===== config.mk =====
export PLATFORM = sky130hd
export DESIGN_NAME = art_front
export DESIGN_NICKNAME = d
export VERILOG_FILES = /design/src/sv/allocation_region_tracker_top_assert.svh /design/src/sv/art_pkg.sv /design/src/sv/art_front.sv
export SDC_FILE = /design/constraint.sdc
export NUM_CORES = 1
export LEC_CHECK = 0
export BUFFER_PORTS_ARGS = -buffer_cell sky130_fd_sc_hd__buf_2
export CAP_MARGIN = 40
export CORE_MARGIN = 2
export CORE_UTILIZATION = 35
export CTS_BUF_LIST = sky130_fd_sc_hd__clkbuf_8
export CTS_CLUSTER_SIZE = 14
export DETAILED_ROUTE_END_ITERATION = 16
export PLACE_DENSITY_LB_ADDON = 0.2
export SKIP_CTS_REPAIR_TIMING = 1
export SLEW_MARGIN = 20
export SYNTH_ARGS = -nofsm -noshare
export SYNTH_HDL_FRONTEND = slang
export SYNTH_SLANG_ARGS = --single-unit

===== constraint.sdc =====
create_clock -name clk_i -period 6.01 [get_ports clk_i]
set_input_delay 0 -clock clk_i [delete_from_list [all_inputs] [get_ports clk_i]]
set_output_delay 0 -clock clk_i [all_outputs]
set_load 0.1 [all_outputs]

===== src/sv/allocation_region_tracker_top_assert.svh =====
// ----------------------------------------------------------------------------
// allocation region tracker assertion macros
// concurrent assertion wrappers, removable with NO_ASSERTIONS
// ----------------------------------------------------------------------------
`ifndef ALLOCATION_REGION_TRACKER_TOP_ASSERT_SVH
`define ALLOCATION_REGION_TRACKER_TOP_ASSERT_SVH
`ifndef NO_ASSERTIONS
`define ART_ASSERT_IMP(label, clk, rst_n, a, c) \
  label: assert property (@(posedge clk) disable iff (!rst_n) (a) |-> (c)) \
    else $error("assertion failed");
`define ART_ASSERT_NXT(label, clk, rst_n, a, c) \
  label: assert property (@(posedge clk) disable iff (!rst_n) (a) |=> (c)) \
    else $error("assertion failed");
`else
`define ART_ASSERT_IMP(label, clk, rst_n, a, c)
`define ART_ASSERT_NXT(label, clk, rst_n, a, c)
`endif
`endif


===== src/sv/art_pkg.sv =====
// ----------------------------------------------------------------------------
// art_pkg
// shared types and codes of the allocation region tracker
// ----------------------------------------------------------------------------
package art_pkg;

  typedef enum logic [1:0] {
    ACT_ALLOC = 2'd0,
    ACT_FREE  = 2'd1,
    ACT_UNMAP = 2'd2,
    ACT_UNMAP3 = 2'd3
  } action_e;

  typedef enum logic [3:0] {
    ST_ADDED    = 4'd0,
    ST_DUP      = 4'd1,
    ST_REMOVED  = 4'd2,
    ST_FRONT    = 4'd3,
    ST_TAIL     = 4'd4,
    ST_SPLIT    = 4'd5,
    ST_NOTFOUND = 4'd6,
    ST_FULL     = 4'd7,
    ST_OVERRUN  = 4'd8
  } status_e;

  // classified request passed from front to back
  typedef struct packed {
    logic        is_alloc;
    logic        is_free;
    logic [63:0] start;
    logic [63:0] size;
  } req_t;

  typedef struct packed {
    status_e     status;
    logic [63:0] entry_start;
    logic [63:0] entry_size;
    logic [6:0]  live_count;
  } rsp_t;

  typedef enum logic [2:0] {
    BK_IDLE,
    BK_SCAN,
    BK_DECIDE,
    BK_SCAN2,
    BK_APPLY,
    BK_OUT
  } back_state_e;

endpackage


===== src/sv/art_front.sv =====
// ----------------------------------------------------------------------------
// art_front
// input stage: decodes an item and holds it in a two-entry queue
// ----------------------------------------------------------------------------
module art_front (
  input  logic            clk_i,
  input  logic            rst_ni,
  input  logic            s_valid_i,
  output logic            s_ready_o,
  input  logic [1:0]      action_i,
  input  logic [63:0]     start_i,
  input  logic [63:0]     size_i,
  output logic            q_valid_o,
  input  logic            q_ready_i,
  output art_pkg::req_t   q_req_o
);
  import art_pkg::*;

  req_t       mem_q [2];
  logic       wp_q, rp_q;
  logic [1:0] cnt_q;
  req_t       in_req;
  logic       push, pop;

  always_comb begin
    in_req.is_alloc = (action_i == ACT_ALLOC);
    in_req.is_free  = (action_i == ACT_FREE);
    in_req.start    = start_i;
    in_req.size     = (action_i == ACT_FREE) ? 64'd0 : size_i;
  end

  assign s_ready_o = (cnt_q != 2'd2);
  assign push      = s_valid_i && s_ready_o;
  assign q_valid_o = (cnt_q != 2'd0);
  assign pop       = q_valid_o && q_ready_i;
  assign q_req_o   = mem_q[rp_q];

  always_ff @(posedge clk_i) begin
    if (push) begin
      mem_q[wp_q] <= in_req;
    end
  end

  always_ff @(posedge clk_i or negedge rst_ni) begin
    if (!rst_ni) begin
      wp_q  <= 1'b0;
      rp_q  <= 1'b0;
      cnt_q <= 2'd0;
    end else begin
      if (push) wp_q <= ~wp_q;
      if (pop) rp_q <= ~rp_q;
      cnt_q <= cnt_q + {1'b0, push} - {1'b0, pop};
    end
  end
endmodule


# --- Yosys cells after proc, flatten, opt, wreduce, memory -nomap -nowiden ---
# Memory sizes are Yosys's and may differ from the RTL's.
# Index checks and enable logic that the tools add are counted.
classes:
  add_sub_neg: 2
  reduce_logical: 4
  muxes: 3
  bitwise_logic: 2
  n_eq_ne: 2
op_table:
  columns: ["cell", "n"]
  rows:
  - ["2-to-1 mux 64 bit", 1]
  - ["adder 2 x 1 -> 2 bit", 1]
  - ["== test 2 x 1 -> 1 bit (second input constant)", 1]
  - ["logical AND 1 bit", 2]
  - ["zero test 2 bit", 1]
  - ["2-to-1 mux 1 bit", 2]
  - ["inequality test 2 bit (second input constant)", 1]
  - ["NOT 1 bit", 2]
  - ["nonzero test 2 bit", 1]
  - ["subtractor 2 x 1 -> 2 bit", 1]
word_totals:
  ramBits: 260
  in_bits: 134
  n_memories: 1
  register_bits: 4
  output_inout_bits: 132
mem_list:
  columns: ["name", "depth", "width", "read_ports", "rd_ports_with_merged_regs", "write_ports", "line_no", "rtl"]
  rows:
  - ["mem_q", 2, 130, 1, 0, 1, "art_front.sv:19", "req_t mem_q [2];"]

# --- Depth between registers and ports, before layout ---
depth:
  word_depth: 4
  ltp_mapped: 5
  ltp_nobuf: 5

# --- Worst setup path after synthesis ---
# Ideal clock, no wire load.
synth_timing:
  path_kind: "flip-flop to flip-flop"
  from: "reg cnt_q[0]"
  to: "mem mem_q[0][0] in the netlist's numbering (enable)"
  path_slack_ns: -1.488
  setup_ns: 0.621
  path_stages_with_launch: 4
  n_path_buf: 0
  synth_period_minus_slack_ns: 7.498
  arrival_time_ns: 6.876
  path_cell_list: "dfrtp_1 nand2b_1 nand2_1 nor2_1"
synth_via:
  elab_chain_len: 4
synth_lines:
  columns: ["item", "line_no", "rtl"]
  rows:
  - ["start: declaration", "art_front.sv:21", "logic [1:0] cnt_q;"]
  - ["start signal: assignment", "art_front.sv:52", "cnt_q <= cnt_q + {1'b0, push} - {1'b0, pop};"]
  - ["inequality test 2 bit", "art_front.sv:32", "assign s_ready_o = (cnt_q != 2'd2);"]
  - ["via s_ready_o", "art_front.sv:9", "output logic s_ready_o,"]
  - ["logical AND 1 bit", "art_front.sv:33", "assign push = s_valid_i && s_ready_o;"]
  - ["2-to-1 mux 1 bit", "art_front.sv:39", "if (push) begin"]
  - ["2-to-1 mux 1 bit (not written as such)", "art_front.sv:40", "mem_q[wp_q] <= in_req;"]
  - ["end: declaration", "art_front.sv:19", null]
# The timed path passes the listed nets, and every way through them passes these cells.

==> results by group <==
STA
  – Max Slew Vio Count: 0
  – RSZ-0062 raised after global routing: false
  – Setup Skew: between 0.015 and 0.02 ns
  – Rel. slew slack: between 50% and 60%
  – Maximum clock rate: between 300 and 400 MHz
  – Final min period: just under 3 ns
  – Slew @ Worst Pin: roughly 0.63 ns
  – Final Hold Fails: 0
  – Setup violators final: 0
  – Tcrit/Tclk final: approximately half
  – Setup TNS: 0 ns

Floorplan
  – Num ports: ~270
  – Initial Util: a little over a third
  – Core ar.: between 0.02 and 0.03 mm2
  – Die Ht: roughly 170 um
  – Die area: 0.0302 mm2
  – Row count: 62
  – DIE WIDTH: approximately 170 um

Global route
  – Number of global-route vias before repair: 5,925
  – Largest net degree at the start of global routing: between 60 and 70
  – First-pass GRT wire length: 32,000 um
  – Total track usage: ~13%
  – GRT Residual Overflow: 0
  – Initial antenna violation count: 0

Setup path
  – WP data arrival: ~2.9 ns
  – Critical path class: reg2out
  – CP Capture Type: primary output
  – RR Endpoint: mem_q[1][58]
  – Setup slack, reg-to-reg: ~3.6 ns
  – Req. time, crit path: ~6 ns
  – Crit path max fanout: 43
  – R2R depth: 5
  – Crit Reg-Reg Startpoint: cnt_q[0]
  – Startpoint class of the critical path: flip-flop

Routing
  – Routed WL: 21,700 um
  – # DRC: 0
  – Post-DR vias/cell: roughly 4.4
  – Remaining antenna violation count: 0
  – Drt pass-1 iters: 4
  – DR iter-0 viols: ~180
  – Via count: just under 6,000
  – WL per Instance: between 15 and 20 um

Worst hold path
  – WHS Path Cells: 2
  – Hold Path End: mem_q[0][67]
  – Hold_sp: start_i[3]
  – Min-delay worst type: in2reg

Run
  – Max cap viols: 0

Layout
  – Finished Cell Area: roughly 0.014 mm2
  – Post-layout nets: 1,069
  – FILL cells: roughly 2,500
  – P&R area growth vs syn: 39.5%
  – Final core utilization: 49.3%
  – ANT cells: 0
  – Share of cells above drive strength 1: about half

CTS
  – CTS tree: built
  – Htree depth: 2
  – Worst-path clk slew: around 0.06 ns
  – Clock sink total: approximately 260
  – Clock Path Buffers: 3
  – CTS Buf Count: 44
  – Clk Latency, worst-skew pair: 0.53 ns
  – Root Buffer: clkbuf_8

Synth
  – Syn_area_per_cell: 20.1 um2
  – Most frequent cell after synthesis: edfxtp_1
  – Yosys warns: 0
  – Top-area cell type share of the netlist area: 77.4%
  – Ys async rst share: ~1.5%
  – EDFF count, synth: 260
  – Cell taking the most area after synthesis: edfxtp_1
  – Post-synth top cells: edfxtp_1 (260), mux2_2 (130), and2_1 (64), buf_6 (10), clkbuf_1 (6)
  – Primary FF master, synth: edfxtp_1
  – Area contributors post-synth: edfxtp_1 (77%), mux2_2 (15%), and2_1 (4.0%)
  – Gate Count Post-Synth: 501
  – Net Count, Synth: approximately 640
  – Flip-flop and latch count after synthesis: between 200 and 300
  – Post-synthesis sequential area ratio: 78.4%
  – Distinct cell type count after synthesis: 22
  – Post-synthesis cell area: a little over 0.01 mm2

Placement
  – Routability cong.: a little over 0.7
  – Placed cell area: roughly 0.012 mm2
  – IO Port Bufs: 265
  – Hpwl dp: approximately 14,000 um

Status
  – Status: finished, final reports clean
layer usage:
layer,track usage (%),part of all wire (%)
met1,16.0,42
met2,21.6,48
met3,5.99,8.5
met4,4.76,2.1
met5,0,0
cell families (layout without fill, tap and decap cells):
kind of cell,after synthesis,count (layout),synth area share [%]
AO/OA/AOI/OAI,3,3,0.298
XOR/XNOR,3,3,0.261
buffers and inverters,23,487,1.68
AND/OR/NAND/NOR,77,77,4.70
flip-flops,264,264,78.4
adder cells (fa/ha/maj),1,1,0.124
multiplexers,130,130,14.5
area by class of cell:
type	count	area, um2	share of cell area, %
sequential	264	7910	56.3
timing repair buffer	409	2840	20.2
multi-input combinational	214	2030	14.4
clock buffer	48	661	4.70
tap	384	480	3.42
clock inverter	29	140	0.997
inverter	1	3.75	0.0267
flip-flops by register name (all words and copies together), names as in the netlist:
signal / flops
mem_q: 260
wp_q: 1
cnt_q: 2
rp_q: 1
cell usage in the layout (no fill, tap or decap), types with 2 or more instances in the layout:
| cell type | netlist | final |
|---|---|---|
| and2_1 | 64 | 64 |
| clkinv_1 | 0 | 11 |
| buf_16 | 0 | 3 |
| dlygate4sd3_1 | 0 | 134 |
| xnor2_1 | 3 | 3 |
| inv_1 | 1 | 14 |
| buf_12 | 0 | 3 |
| clkinv_2 | 0 | 4 |
| nand2_1 | 2 | 2 |
| edfxtp_1 | 260 | 260 |
| mux2_2 | 130 | 130 |
| dfrtp_1 | 4 | 3 |
| buf_2 | 5 | 265 |
| buf_4 | 0 | 4 |
| clkbuf_8 | 0 | 48 |
| nor2_1 | 4 | 3 |
critical path, cell delays in order, from the launching register on:
cell	delay (ns)
dfrtp_4	0.64
buf_16	0.28
buf_4	0.42
buf_12	0.30
mux2_2	0.40
buf_2	0.30
worst max-delay path by stage:
stage | endpoint | depth (start not counted) | from | slack, ns
final | q_req_o[54] | 5 | rp_q | 3.12
after global routing | q_req_o[54] | 5 | rp_q | 2.92
after CTS | q_req_o[54] | 5 | rp_q | 3.01
after detailed placement | mem_q[1][125] | 5 | cnt_q[0] | 3.54
after global placement | mem_q[1][123] | 3 | cnt_q[0] | 3.30
after floorplan | mem_q[0][0] | 3 | cnt_q[0] | 0.69
through the flow:
step | setup slack, ns | hold slack [ns] | std cells
after floorplan | 0.691 | -0.296 | 501
after CTS | 3.01 | -0.770 | 1214
after detailed placement | 3.54 | -0.189 | 1137
after global routing | 2.92 | 0.167 | 1349
final | 3.12 | 0.205 | 1349
after global placement | 3.30 | -0.190 | 1132
Power is left out: the tool's default activity adds up to more than one toggle a clock period on the data nets, which glitch-free logic cannot reach.
